**config.mk**
```make
export PLATFORM = sky130hd
export DESIGN_NAME = zone_occupancy_tracker
export DESIGN_NICKNAME = d
export VERILOG_FILES = /design/src/hw/rtl/zot_pkg.sv /design/src/hw/rtl/zone_occupancy_tracker.sv
export SDC_FILE = /design/constraint.sdc
export NUM_CORES = 2
export LEC_CHECK = 0
export BUFFER_PORTS_ARGS = -buffer_cell sky130_fd_sc_hd__buf_2
export CORE_AREA = 3 3 287 289
export DETAILED_ROUTE_END_ITERATION = 7
export DIE_AREA = 0 0 290 292
export GPL_TIMING_DRIVEN = 1
export HOLD_SLACK_MARGIN = 0.1
export PLACE_DENSITY = 0.68
export RECOVER_POWER = 25
export SLEW_MARGIN = 20
export SYNTH_ARGS = -nofsm -noshare
export SYNTH_HDL_FRONTEND = slang
export SYNTH_SLANG_ARGS = --single-unit
```
**constraint.sdc**
```tcl
create_clock -name clk -period 11.66 [get_ports clk]
set_input_delay 2.332 -clock clk [delete_from_list [all_inputs] [get_ports clk]]
set_output_delay 2.332 -clock clk [all_outputs]
set_load 0.01 [all_outputs]
```
**src/hw/rtl/zot_pkg.sv**
```systemverilog
// ----------------------------------------------------------------------------
// zot_pkg
// constants shared by the zone occupancy tracker
// ----------------------------------------------------------------------------
package zot_pkg;

  localparam int WINDOW_MAX = 16;
  localparam int CAL_MAX    = 1023;
  localparam int CAL_MIN    = 3;
  localparam int PCT_DIV    = 100;

  localparam int DW  = 16;   // distance width
  localparam int CW  = 10;   // calibration count width
  localparam int SW  = 26;   // calibration sum width
  localparam int QW  = 42;   // calibration sum of squares width
  localparam int WIW = $clog2(WINDOW_MAX);

  localparam logic [1:0] REG_LOW_PCT  = 2'd0;
  localparam logic [1:0] REG_HIGH_PCT = 2'd1;
  localparam logic [1:0] REG_ALPHA    = 2'd2;
  localparam logic [1:0] REG_WIN_LEN  = 2'd3;

  localparam logic [1:0] CAL_NONE    = 2'd0;
  localparam logic [1:0] CAL_OK      = 2'd1;
  localparam logic [1:0] CAL_FEW     = 2'd2;
  localparam logic [1:0] CAL_BAD_THR = 2'd3;

endpackage

```
**src/hw/rtl/zone_occupancy_tracker.sv**
```systemverilog
// ----------------------------------------------------------------------------
// zone_occupancy_tracker
// distance window minimum, occupancy flag, idle baseline adaptation and
// calibration, built on bit-serial multiply, divide and square root units
// ----------------------------------------------------------------------------
// usage
//   in_*  : one sample item (kind, valid_req, distance, last) per handshake
//   out_* : one result item per input item, held in an output register
//   cfg_* : register writes (index 0..3), always ready, only while idle
// sequencing, one item at a time, from acceptance to its result load
//   invalid measurement: the result load; invalid calibration item: the
//   calibration check and the result load
//   valid measurement: the minimum scan over the window samples and the
//   adaptation check; baseline adaptation adds a 16-step shift-add
//   multiplier, then per threshold a 16-step multiply and a 42-step
//   restoring divide; valid calibration sample: the minimum scan and a
//   16-step square; calibration end adds two 42-step divisions, a 16-step
//   square, a 16-step square root and both thresholds
// reset clears window, baseline, thresholds and accumulators; registers
// take their default values
// a stalled result holds; the next item is taken meanwhile and waits only
// at its own result load
// ----------------------------------------------------------------------------
module zone_occupancy_tracker import zot_pkg::*; (
  input  logic          clk,
  input  logic          rst_n,
  input  logic          in_valid,
  output logic          in_stall,
  input  logic          in_kind,
  input  logic          in_valid_req,
  input  logic [15:0]   in_distance,
  input  logic          in_last,
  output logic          out_valid,
  input  logic          out_stall,
  output logic          out_occupied,
  output logic [15:0]   out_window_min,
  output logic [15:0]   out_idle_level,
  output logic [15:0]   out_thr_low,
  output logic [15:0]   out_thr_high,
  output logic [1:0]    out_cal_status,
  input  logic          cfg_valid,
  output logic          cfg_ready,
  input  logic [1:0]    cfg_index,
  input  logic [15:0]   cfg_data
);

  typedef enum logic [12:0] {
    S_IDLE   = 13'b0000000000001,
    S_MIN    = 13'b0000000000010,
    S_ADCHK  = 13'b0000000000100,
    S_AMUL   = 13'b0000000001000,
    S_SQ     = 13'b0000000010000,
    S_CALCHK = 13'b0000000100000,
    S_DMEAN  = 13'b0000001000000,
    S_DMSQ   = 13'b0000010000000,
    S_MSQ    = 13'b0000100000000,
    S_SQRT   = 13'b0001000000000,
    S_TMUL   = 13'b0010000000000,
    S_TDIV   = 13'b0100000000000,
    S_OUTW   = 13'b1000000000000
  } state_t;

  state_t state_r, state_nxt;

  logic [7:0]  low_pct_r, low_pct_nxt, high_pct_r, high_pct_nxt;
  logic [15:0] alpha_r, alpha_nxt;
  logic [4:0]  win_len_r, win_len_nxt;

  logic [DW-1:0] win_r [WINDOW_MAX];
  logic [DW-1:0] win_nxt [WINDOW_MAX];
  logic [4:0]    win_fill_r, win_fill_nxt;
  logic [DW-1:0] min_r, min_nxt, mn_r, mn_nxt;
  logic [DW-1:0] idle_r, idle_nxt, thr_lo_r, thr_lo_nxt, thr_hi_r, thr_hi_nxt;
  logic [CW-1:0] cal_cnt_r, cal_cnt_nxt;
  logic [SW-1:0] cal_sum_r, cal_sum_nxt;
  logic [QW-1:0] cal_sq_r, cal_sq_nxt;
  logic [1:0]    status_r, status_nxt;

  logic          kind_r, kind_nxt, last_r, last_nxt;
  logic [DW-1:0] dist_r, dist_nxt;
  logic [5:0]    cnt_r, cnt_nxt;
  logic          phase_hi_r, phase_hi_nxt;
  logic          up_r, up_nxt;
  logic [DW-1:0] mean_r, mean_nxt;
  logic [31:0]   msq_r, msq_nxt;

  logic [31:0]   mul_acc_r, mul_acc_nxt, mul_a_r, mul_a_nxt;
  logic [15:0]   mul_b_r, mul_b_nxt;
  logic [31:0]   mul_add;

  logic [QW-1:0] div_q_r, div_q_nxt;
  logic [CW-1:0] div_rem_r, div_rem_nxt, div_dvs_r, div_dvs_nxt;
  logic [CW:0]   div_t;
  logic          div_ge;
  logic [QW-1:0] div_quo;

  logic [31:0]   sq_v_r, sq_v_nxt;
  logic [17:0]   sq_rem_r, sq_rem_nxt;
  logic [15:0]   sq_root_r, sq_root_nxt;
  logic [19:0]   sq_t, sq_trial;
  logic          sq_ge;

  logic          out_valid_r, out_valid_nxt, out_occ_r, out_occ_nxt;
  logic [DW-1:0] out_min_r, out_min_nxt, out_idle_r, out_idle_nxt;
  logic [DW-1:0] out_lo_r, out_lo_nxt, out_hi_r, out_hi_nxt;
  logic [1:0]    out_st_r, out_st_nxt;

  logic [4:0]    len_eff, scan_n;
  logic [DW-1:0] win_rd, mn_cur;
  logic [DW-1:0] diff;
  logic [18:0]   diff5;
  logic [32:0]   up_round;
  logic [DW-1:0] new_idle;
  logic [15:0]   sd;

  assign in_stall  = (state_r != S_IDLE);
  assign cfg_ready = 1'b1;

  assign mul_add  = mul_acc_r + (mul_b_r[0] ? mul_a_r : 32'd0);
  assign div_t    = {div_rem_r, div_q_r[QW-1]};
  assign div_ge   = (div_t >= {1'b0, div_dvs_r});
  assign div_quo  = {div_q_r[QW-2:0], div_ge};
  assign sq_t     = {sq_rem_r, sq_v_r[31:30]};
  assign sq_trial = {2'b00, sq_root_r, 2'b01};
  assign sq_ge    = (sq_t >= sq_trial);
  assign sd       = {sq_root_r[14:0], sq_ge};

  assign len_eff  = (win_len_r == 5'd0) ? 5'd1 :
                    (win_len_r > 5'(WINDOW_MAX)) ? 5'(WINDOW_MAX) : win_len_r;
  assign scan_n   = (len_eff < win_fill_r) ? len_eff : win_fill_r;
  assign win_rd   = win_r[cnt_r[WIW-1:0]];
  assign mn_cur   = (cnt_r == 6'd0) ? win_rd : ((win_rd < mn_r) ? win_rd : mn_r);
  assign diff     = (dist_r > idle_r) ? (dist_r - idle_r) : (idle_r - dist_r);
  assign diff5    = {1'b0, diff, 2'b00} + {3'b000, diff};
  assign up_round = {1'b0, mul_add} + 33'd65535;

  always_comb begin
    state_nxt    = state_r;
    low_pct_nxt  = low_pct_r;
    high_pct_nxt = high_pct_r;
    alpha_nxt    = alpha_r;
    win_len_nxt  = win_len_r;
    win_nxt      = win_r;
    win_fill_nxt = win_fill_r;
    min_nxt      = min_r;
    mn_nxt       = mn_r;
    idle_nxt     = idle_r;
    thr_lo_nxt   = thr_lo_r;
    thr_hi_nxt   = thr_hi_r;
    cal_cnt_nxt  = cal_cnt_r;
    cal_sum_nxt  = cal_sum_r;
    cal_sq_nxt   = cal_sq_r;
    status_nxt   = status_r;
    kind_nxt     = kind_r;
    last_nxt     = last_r;
    dist_nxt     = dist_r;
    cnt_nxt      = cnt_r + 6'd1;
    phase_hi_nxt = phase_hi_r;
    up_nxt       = up_r;
    mean_nxt     = mean_r;
    msq_nxt      = msq_r;
    mul_acc_nxt  = mul_add;
    mul_a_nxt    = {mul_a_r[30:0], 1'b0};
    mul_b_nxt    = {1'b0, mul_b_r[15:1]};
    div_q_nxt    = div_quo;
    div_rem_nxt  = div_ge ? 10'(div_t - {1'b0, div_dvs_r}) : div_t[CW-1:0];
    div_dvs_nxt  = div_dvs_r;
    sq_v_nxt     = {sq_v_r[29:0], 2'b00};
    sq_rem_nxt   = sq_ge ? 18'(sq_t - sq_trial) : sq_t[17:0];
    sq_root_nxt  = sd;
    new_idle     = idle_r;
    out_valid_nxt = out_stall ? out_valid_r : 1'b0;
    out_occ_nxt  = out_occ_r;
    out_min_nxt  = out_min_r;
    out_idle_nxt = out_idle_r;
    out_lo_nxt   = out_lo_r;
    out_hi_nxt   = out_hi_r;
    out_st_nxt   = out_st_r;

    if (cfg_valid) begin
      case (cfg_index)
        REG_LOW_PCT:  low_pct_nxt  = cfg_data[7:0];
        REG_HIGH_PCT: high_pct_nxt = cfg_data[7:0];
        REG_ALPHA:    alpha_nxt    = cfg_data;
        REG_WIN_LEN:  win_len_nxt  = cfg_data[4:0];
        default: ;
      endcase
    end

    case (state_r)
      S_IDLE: begin
        cnt_nxt = 6'd0;
        if (in_valid) begin
          kind_nxt = in_kind;
          last_nxt = in_last;
          dist_nxt = in_distance;
          if (in_valid_req) begin
            win_nxt[0] = in_distance;
            for (int i = 1; i < WINDOW_MAX; i++) win_nxt[i] = win_r[i-1];
            if (win_fill_r < 5'(WINDOW_MAX)) win_fill_nxt = win_fill_r + 5'd1;
            state_nxt = S_MIN;
          end else if (in_kind) begin
            state_nxt = S_CALCHK;
          end else begin
            state_nxt = S_OUTW;
          end
        end
      end
      S_MIN: begin
        mn_nxt = mn_cur;
        if (cnt_r == {1'b0, scan_n - 5'd1}) begin
          min_nxt = mn_cur;
          if (!kind_r) begin
            state_nxt = S_ADCHK;
          end else if (cal_cnt_r < 10'(CAL_MAX)) begin
            cnt_nxt   = 6'd0;
            mul_acc_nxt = 32'd0;
            mul_a_nxt = {16'd0, dist_r};
            mul_b_nxt = dist_r;
            state_nxt = S_SQ;
          end else begin
            state_nxt = S_CALCHK;
          end
        end
      end
      S_ADCHK: begin
        cnt_nxt     = 6'd0;
        mul_acc_nxt = 32'd0;
        mul_a_nxt   = {16'd0, alpha_r};
        mul_b_nxt   = diff;
        up_nxt      = (dist_r >= idle_r);
        if (dist_r > thr_hi_r && dist_r != 16'd0 && diff5 <= {3'b000, idle_r})
          state_nxt = S_AMUL;
        else
          state_nxt = S_OUTW;
      end
      S_AMUL: begin
        if (cnt_r == 6'd15) begin
          new_idle    = up_r ? (idle_r + mul_add[31:16]) : (idle_r - up_round[31:16]);
          idle_nxt    = new_idle;
          cnt_nxt     = 6'd0;
          mul_acc_nxt = 32'd0;
          mul_a_nxt   = {16'd0, new_idle};
          mul_b_nxt   = {8'd0, high_pct_r};
          phase_hi_nxt = 1'b1;
          state_nxt   = S_TMUL;
        end
      end
      S_SQ: begin
        if (cnt_r == 6'd15) begin
          cal_sq_nxt  = cal_sq_r + {10'd0, mul_add};
          cal_sum_nxt = cal_sum_r + {10'd0, dist_r};
          cal_cnt_nxt = cal_cnt_r + 10'd1;
          state_nxt   = S_CALCHK;
        end
      end
      S_CALCHK: begin
        cnt_nxt     = 6'd0;
        div_q_nxt   = {16'd0, cal_sum_r};
        div_rem_nxt = '0;
        div_dvs_nxt = cal_cnt_r;
        if (kind_r && last_r) begin
          if (cal_cnt_r < 10'(CAL_MIN)) begin
            status_nxt  = CAL_FEW;
            cal_cnt_nxt = '0;
            cal_sum_nxt = '0;
            cal_sq_nxt  = '0;
            state_nxt   = S_OUTW;
          end else begin
            state_nxt = S_DMEAN;
          end
        end else begin
          state_nxt = S_OUTW;
        end
      end
      S_DMEAN: begin
        if (cnt_r == 6'(QW-1)) begin
          mean_nxt    = div_quo[15:0];
          cnt_nxt     = 6'd0;
          div_q_nxt   = cal_sq_r;
          div_rem_nxt = '0;
          state_nxt   = S_DMSQ;
        end
      end
      S_DMSQ: begin
        if (cnt_r == 6'(QW-1)) begin
          msq_nxt     = div_quo[31:0];
          cnt_nxt     = 6'd0;
          mul_acc_nxt = 32'd0;
          mul_a_nxt   = {16'd0, mean_r};
          mul_b_nxt   = mean_r;
          state_nxt   = S_MSQ;
        end
      end
      S_MSQ: begin
        if (cnt_r == 6'd15) begin
          cnt_nxt     = 6'd0;
          sq_v_nxt    = (msq_r > mul_add) ? (msq_r - mul_add) : 32'd0;
          sq_rem_nxt  = '0;
          sq_root_nxt = '0;
          state_nxt   = S_SQRT;
        end
      end
      S_SQRT: begin
        if (cnt_r == 6'd15) begin
          new_idle    = (mean_r > sd) ? (mean_r - sd) : 16'd0;
          idle_nxt    = new_idle;
          cal_cnt_nxt = '0;
          cal_sum_nxt = '0;
          cal_sq_nxt  = '0;
          cnt_nxt     = 6'd0;
          mul_acc_nxt = 32'd0;
          mul_a_nxt   = {16'd0, new_idle};
          mul_b_nxt   = {8'd0, high_pct_r};
          phase_hi_nxt = 1'b1;
          state_nxt   = S_TMUL;
        end
      end
      S_TMUL: begin
        if (cnt_r == 6'd15) begin
          cnt_nxt     = 6'd0;
          div_q_nxt   = {10'd0, mul_add};
          div_rem_nxt = '0;
          div_dvs_nxt = 10'(PCT_DIV);
          state_nxt   = S_TDIV;
        end
      end
      S_TDIV: begin
        if (cnt_r == 6'(QW-1)) begin
          cnt_nxt = 6'd0;
          if (phase_hi_r) begin
            thr_hi_nxt   = div_quo[15:0];
            phase_hi_nxt = 1'b0;
            mul_acc_nxt  = 32'd0;
            mul_a_nxt    = {16'd0, idle_r};
            mul_b_nxt    = {8'd0, low_pct_r};
            state_nxt    = S_TMUL;
          end else begin
            thr_lo_nxt = div_quo[15:0];
            if (kind_r)
              status_nxt = (idle_r == 16'd0 || thr_hi_r <= div_quo[15:0]) ?
                           CAL_BAD_THR : CAL_OK;
            state_nxt = S_OUTW;
          end
        end
      end
      S_OUTW: begin
        if (!out_valid_r || !out_stall) begin
          out_valid_nxt = 1'b1;
          out_occ_nxt   = (min_r < thr_hi_r) && (min_r > thr_lo_r);
          out_min_nxt   = min_r;
          out_idle_nxt  = idle_r;
          out_lo_nxt    = thr_lo_r;
          out_hi_nxt    = thr_hi_r;
          out_st_nxt    = status_r;
          state_nxt     = S_IDLE;
        end
      end
      default: state_nxt = S_IDLE;
    endcase
  end

  always_ff @(posedge clk) begin
    if (!rst_n) begin
      state_r     <= S_IDLE;
      low_pct_r   <= 8'd0;
      high_pct_r  <= 8'd80;
      alpha_r     <= 16'd0;
      win_len_r   <= 5'd1;
      for (int i = 0; i < WINDOW_MAX; i++) win_r[i] <= '0;
      win_fill_r  <= '0;
      min_r       <= '0;
      idle_r      <= '0;
      thr_lo_r    <= '0;
      thr_hi_r    <= '0;
      cal_cnt_r   <= '0;
      cal_sum_r   <= '0;
      cal_sq_r    <= '0;
      status_r    <= CAL_NONE;
      out_valid_r <= 1'b0;
    end else begin
      state_r     <= state_nxt;
      low_pct_r   <= low_pct_nxt;
      high_pct_r  <= high_pct_nxt;
      alpha_r     <= alpha_nxt;
      win_len_r   <= win_len_nxt;
      win_r       <= win_nxt;
      win_fill_r  <= win_fill_nxt;
      min_r       <= min_nxt;
      idle_r      <= idle_nxt;
      thr_lo_r    <= thr_lo_nxt;
      thr_hi_r    <= thr_hi_nxt;
      cal_cnt_r   <= cal_cnt_nxt;
      cal_sum_r   <= cal_sum_nxt;
      cal_sq_r    <= cal_sq_nxt;
      status_r    <= status_nxt;
      out_valid_r <= out_valid_nxt;
    end
  end

  always_ff @(posedge clk) begin
    mn_r       <= mn_nxt;
    kind_r     <= kind_nxt;
    last_r     <= last_nxt;
    dist_r     <= dist_nxt;
    cnt_r      <= cnt_nxt;
    phase_hi_r <= phase_hi_nxt;
    up_r       <= up_nxt;
    mean_r     <= mean_nxt;
    msq_r      <= msq_nxt;
    mul_acc_r  <= mul_acc_nxt;
    mul_a_r    <= mul_a_nxt;
    mul_b_r    <= mul_b_nxt;
    div_q_r    <= div_q_nxt;
    div_rem_r  <= div_rem_nxt;
    div_dvs_r  <= div_dvs_nxt;
    sq_v_r     <= sq_v_nxt;
    sq_rem_r   <= sq_rem_nxt;
    sq_root_r  <= sq_root_nxt;
    out_occ_r  <= out_occ_nxt;
    out_min_r  <= out_min_nxt;
    out_idle_r <= out_idle_nxt;
    out_lo_r   <= out_lo_nxt;
    out_hi_r   <= out_hi_nxt;
    out_st_r   <= out_st_nxt;
  end

  assign out_valid      = out_valid_r;
  assign out_occupied   = out_occ_r;
  assign out_window_min = out_min_r;
  assign out_idle_level = out_idle_r;
  assign out_thr_low    = out_lo_r;
  assign out_thr_high   = out_hi_r;
  assign out_cal_status = out_st_r;

`ifndef NO_ASSERTIONS
  a_fill_max: assert property (@(posedge clk) disable iff (!rst_n)
    win_fill_r <= 5'(WINDOW_MAX))
    else $error("window fill above maximum");

  a_cal_max: assert property (@(posedge clk) disable iff (!rst_n)
    cal_cnt_r <= 10'(CAL_MAX))
    else $error("calibration count above maximum");

  a_load: assert property (@(posedge clk) disable iff (!rst_n)
    (state_r == S_OUTW && (!out_valid_r || !out_stall)) |=>
      (out_valid_r && state_r == S_IDLE))
    else $error("result not loaded");

  a_push: assert property (@(posedge clk) disable iff (!rst_n)
    (in_valid && !in_stall && in_valid_req) |=> (win_r[0] == $past(in_distance)))
    else $error("sample not pushed into window");
`endif

endmodule

```
After elaboration in Yosys (flattened, before gate mapping)
Index checks and enable logic that the tools add are counted.
W data, S select, Z words.
{ "op_classes": {"magnitude_cmp": 18, "bitwise": 2, "n_eq_ne": 36, "shift": 0, "div": 0, "reduce_logical": 42, "multipliers": 0, "addsub": 17, "muxes": 110} }
{ "op_table": {"columns": ["operator", "n"], "rows": [
  ["$mux W32", 19],
  ["$mux W42", 6],
  ["$pmux W42 S3", 2],
  ["$mux W16", 15],
  ["$mux W13", 16],
  ["$pmux W32 S6", 1],
  ["$pmux W32 S5", 1],
  ["$pmux W13 S12", 1],
  ["$mux W26", 4],
  ["$mux W10", 8],
  ["$pmux W16 S5", 1],
  ["$pmux W26 S3", 1],
  ["$bmux W16 S4", 1],
  ["$gt A16 B16 Y1", 4],
  ["$sub A16 B16 Y16", 4],
  ["$pmux W10 S3", 2],
  ["$mux W18", 3],
  ["$mux W15", 3],
  ["$add A42 B32 Y42", 1],
  ["$mux W6", 7],
  ["$add A32 B16 Y32 const B", 1],
  ["$add A32 B32 Y32", 1],
  ["$gt A32 B32 Y1", 1],
  ["$lt A16 B16 Y1", 2],
  ["other kinds (71)", 120]
]} }
{ "totals": {"in_bits": 42, "ramBits": 0, "output_inout_bits": 70, "romBits": 0, "mem_count": 0, "latchBits": 0, "elab_cells": 281, "regBits": 821} }

Logic depth before layout (Yosys ltp)
{ "depth": {"depth_word": 9, "depth_mapped": 38, "mapped_depth_nobuf": 36} }

Worst setup path after synthesis
OpenSTA, ideal clock, no wires.
{ "synth_path": {"path_type": "reg-to-reg", "start": "reg idle_r[2]", "end": "reg state_r[12]", "slack_ps": 5241, "synth_period_minus_slack_ps": 6419, "arrival_time_ps": 6287, "setup_time_ps": 132, "required_ps": 11528, "n_path_buf": 3, "stages_incl_launch_ff": 39, "path_cell_list": "dfxtp_1 inv_1 ha_1 clkbuf_1 nor2b_1 o21ai_0 a21boi_0 o21ai_0 a21oi_1 a21oi_2 buf_2 buf_1 nor2_1 a21oi_1 xnor2_1 ha_1 fa_1 a21oi_1 [3 not listed] a21oi_1 o21ai_0 a21oi_1 nor2b_1 o21ai_0 nand2b_1 a21oi_1 xnor2_1 ha_1 and3_1 nand3_1 a21oi_1 a221oi_1 o21bai_1 inv_1 a31oi_1 o41ai_1 a21oi_1"} }
{ "synth_via": {"elab_chain_cells": 7, "word_cells_on_any_way": 9, "classes_between": "add/sub: 3; order compare: 2; mux: 3; reduce/logical: 1"} }
{ "synth_lines": {"columns": ["element", "line", "text"], "rows": [
  ["from (decl)", "zone_occupancy_tracker.sv:73", "logic [DW-1:0] idle_r, idle_nxt, thr_lo_r, thr_lo_nxt, thr_hi_r, thr_hi_nxt;"],
  ["from (signal assigned)", "zone_occupancy_tracker.sv:390", "idle_r <= idle_nxt;"],
  ["$sub A16 B16 Y16 / $gt A16 B16 Y1 (equally long branches)", "zone_occupancy_tracker.sv:133", "assign diff = (dist_r > idle_r) ? (dist_r - idle_r) : (idle_r - dist_r);"],
  ["$mux W16", "zone_occupancy_tracker.sv:133", null],
  ["$add A18 B16 Y19", "zone_occupancy_tracker.sv:134", "assign diff5 = {1'b0, diff, 2'b00} + {3'b000, diff};"],
  ["$le A19 B16 Y1 *", "zone_occupancy_tracker.sv:232", "if (dist_r > thr_hi_r && dist_r != 16'd0 && diff5 <= {3'b000, idle_r})"],
  ["$logic_and A1 B1 Y1 *", "zone_occupancy_tracker.sv:232", null],
  ["$mux W13 *", "zone_occupancy_tracker.sv:232", null],
  ["$pmux W13 S12 *", "zone_occupancy_tracker.sv:190", "case (state_r)"],
  ["to (signal assigned)", "zone_occupancy_tracker.sv:382", "state_r <= state_nxt;"],
  ["to (decl)", "zone_occupancy_tracker.sv:63", "state_t state_r, state_nxt;"]
]} }
Every way passes the cells marked *; elsewhere a longest branch is shown, timed or not.
A chain may end at the register's enable or synchronous reset.

Worst setup path after layout
{ "layout_path": {"start": "in rst_n", "end": "reg idle_r[3]"} }
{ "layout_rtl": {"columns": ["element", "line", "text"], "rows": [
  ["from (decl)", "zone_occupancy_tracker.sv:26", "input logic rst_n,"]
]} }
No word-level cell between the ends.

==> metrics.md <==
| Metric | Value |
|---|---|
| Status | finished with violations |
| Failing checks | max-capacitance violations, max-slew violations |
| Main combinational cell family by area after synthesis | compound AO/OA/AOI/OAI gates |
| Worst Reg-to-Reg Cells | 29 |
| DR iter-0 viols | approximately 3500 |
| Mux share of post-synthesis cell area | 5.89% |
| Synthesized instance count | 4986 |
| DRT antenna net count | 0 |
| Grt ovf | 0 |
| Post-Place Cell Area | ~0.045 sq mm |
| Leak | 0.0191 uW |
| CTS tree | yes |
| Area leader, netlist | dfxtp_1 |
| Residual DRC | 0 |
| Syn. warnings | 0 |
| Synth cell types | 89 |
| WP data required | 12220 ps |
| Top Metal Used | met5 |
| Die Y | 292 um |
| Reg2reg end | mul_a_r[15] |
| RSZ-0062 raised after global routing | false |
| CP Capture Type | register |
| Actual slew at the worst max-slew pin | around 4500 ps |
| Final Hold Viols | 0 |
| Via density | approximately 6.0 |
| Class of the worst hold path | reg2reg |
| Final HPWL DP | between 90 and 100 mm |
| Initial Utilization | a little over half |
| Max-Cap Viols | 7 |
| Fin. max-slew vios | 330 |
| Final wirelength | roughly 140 mm |
| DR pass1 iterations | 8 |
| Total negative slack | 0 ps |
| Critical path class | in2reg |
| Yosys reg bits | 821 |
| Clock Skew | 37.7 ps |
| EDFF count, synth | 161 |
| Pwr/cell area | 211 mW/mm^2 |
| Hold Path Depth | 2 |
| Commonest non-fill, non-tap cell in the layout | nand2_1 |
| IO Pins | 112 |
| Final setup fails | 0 |
| Final GP Congestion | 0.966 |
| DR WL met2 | 61.2 mm |
| Worst EP arrival | 10120 ps |
| Post-synthesis sequential area ratio | 41.0% |
| Asr flop ratio synth | 0% |
| Via count | between 30000 and 40000 |
| Avg WL per Cell | 22.0 um |
| Post-synth top flop | dfxtp_1 |
| Initial antenna violation count | 6 |
| Core area | around 0.08 sq mm |
| Final Instance Area | roughly 0.049 sq mm |
| CTS Hold Bufs | 0 |
| Max VDD drop | 0.187 mV |
| Largest net degree at the start of global routing | 211 |
| Min-delay src | sq_v_r[25] |
| Root buf cell | clkbuf_16 |
| Simple-gate portion of the synthesized area | 17.2% |
| Area Overhead vs Synth | 10.3% |
| DR WL met3 | 9.39 mm |
| CTS Buf Count | between 90 and 100 |
| Worst-Skew Late Latency | 680 ps |
| Share of the synthesized area in the top cell type | 30.0% |
| CTS max path bufs | 3 |
| Number of buffers added on ports | 110 |
| Layout cells sized above 1 | 8.46% |
| Fillers | 7082 |
| First-pass GRT wire length | 207 mm |
| Synthesized area per cell | around 8.8 sq um |
| GRT Resource Usage Total | slightly above 30% |
| Synth Area in XOR/XNOR | 4.36% |
| Final min period | 9560 ps |
| R2r startpoint | mul_b_r[0] |
| Layout Nets | roughly 5400 |
| End of the worst hold path | sq_v_r[27] |
| Post-Syn Nets | 5359 |
| Slew HR | -203% |
| Clock transition at the registers of the reported paths | 60 ps |
| Final Core Density | 60.5% |
| Met1 WL | 57.0 mm |
| WHS | approximately 420 ps |
| Width of the die | 290 um |
| Cell row count | 104 |
| Max frequency | between 100 and 150 MHz |
| Dominant cells by area after synthesis | dfxtp_1 (30%), edfxtp_1 (11%), ha_1 (9.1%) |
| Commonest non-fill, non-tap cells in the layout | nand2_1 (845), dfxtp_1 (658), a21oi_1 (573) |
| Worst Path Max Fanout | 137 |
| Synth Area in Adders | 9.59% |
| Startpoint Class | input pin |
| FF-to-FF setup slack | between 3000 and 4000 ps |
| Post-Syn Area | roughly 0.044 sq mm |
| Post-synthesis compound-gate area fraction | 17.6% |
| TritonCTS sink count | ~820 |
| Die Footprint | 0.0847 sq mm |
| Post-CTS Setup Inserts | 0 |
| Post-cts sizing count | 0 |
| Footprint of the multi-input gates | 0.0242 sq mm |
| Vias in the first global route | 35200 |
| Period Utilization, post-route | about four fifths |
| H-tree levels | 3 |
| Sequential Area | 0.0181 sq mm |
registers in the layout, indices dropped and copies added, names as in the netlist, 18 cells and up:
signal / count
cal_sq_r: 42
cal_sum_r: 26
div_q_r: 42
msq_r: 32
mul_a_r: 32
mul_acc_r: 32
sq_rem_r: 18
sq_v_r: 32
win_r: 256
logic make-up after synthesis:
logic type               count (synthesis)
XOR/XNOR                               218
flip-flops                             821
AND/OR/NAND/NOR                       1707
multiplexers                           156
adder cells (fa/ha/maj)                331
buffers and inverters                  483
other                                    1
AO/OA/AOI/OAI                         1269
through the flow:
| stage | worst slack (ps) | std cells | power, uW |
|---|---|---|---|
| after floorplan | 5240 | 4986 | 6210 |
| after global placement | 4250 | 5957 | 7190 |
| after detailed placement | 4050 | 5957 | 7190 |
| after CTS | 4050 | 6132 | 10300 |
| after global routing | 1670 | 6132 | 10900 |
| final | 2100 | 6133 | 10200 |
cell type report:
cell class                      count  area share, %
Antenna cell                        1        0.00516
Clock buffer                      135           5.63
Clock inverter                     40           1.01
Inverter                          238           1.84
Multi-Input combinational cell   3682           49.8
Sequential cell                   821           37.2
Tap cell                         1060           2.73
Timing Repair Buffer              156           1.75
how the worst max path moves through the flow:
| stage | startpoint | end | cells past startpoint |
|---|---|---|---|
| 2_1_floorplan | idle_r[2] | state_r[12] | 38 |
| 3_3_place_gp | mul_b_r[0] | mul_a_r[15] | 30 |
| 3_5_place_dp | mul_b_r[0] | mul_a_r[15] | 29 |
| 4_1_cts | mul_b_r[0] | mul_a_r[15] | 29 |
| 5_1_grt | rst_n | idle_r[3] | 4 |
| 6_report | rst_n | idle_r[3] | 4 |
worst max-delay path, cell delays in order:
cell,delay [ps]
clkbuf_1,1280
clkinvlp_2,4330
buf_4,1660
a311oi_1,350
per-layer routing:
metal / track usage (%) / vias up
li1: - / 17600
met1: 40.9 / 17600
met2: 49.7 / 1327
met3: 5.36 / 386
met4: 15.5 / 8
met5: 0 / -
Yosys cell counts, types with 11 or more instances:
library cell  count
buf_2            13
mux2_2           23
dfxtp_1         660
nand4_1          60
a222oi_1         16
a221oi_1         17
and2_1           74
mux4_2           80
o21a_1           26
ha_1            321
mux2i_1          53
a211oi_1         32
clkbuf_1        206
or3_1            24
o21ai_0         235
nor2_1          370
nor4_1           25
a21boi_0         11
nand2b_1         52
nand3_1          66
xor2_1           74
xnor2_1         143
a21o_1           94
a31oi_1          15
inv_1           237
nand2_1         845
a21oi_1         573
o21bai_1         28
a22oi_1          84
buf_1            20
nor3_1           59
a22o_1           25
edfxtp_1        161
o221ai_1         11
nor2b_1          44
and3_1           34
where the power goes:
group	total, uW	leakage [uW]	internal (uW)	switching, uW
logic	3680	0.0107	1480	2200
registers	3530	0.00683	3220	311
clock network	3040	0.00158	1780	1260
total	10200	0.0191	6470	3770
Power figures use the tool's default switching activity.
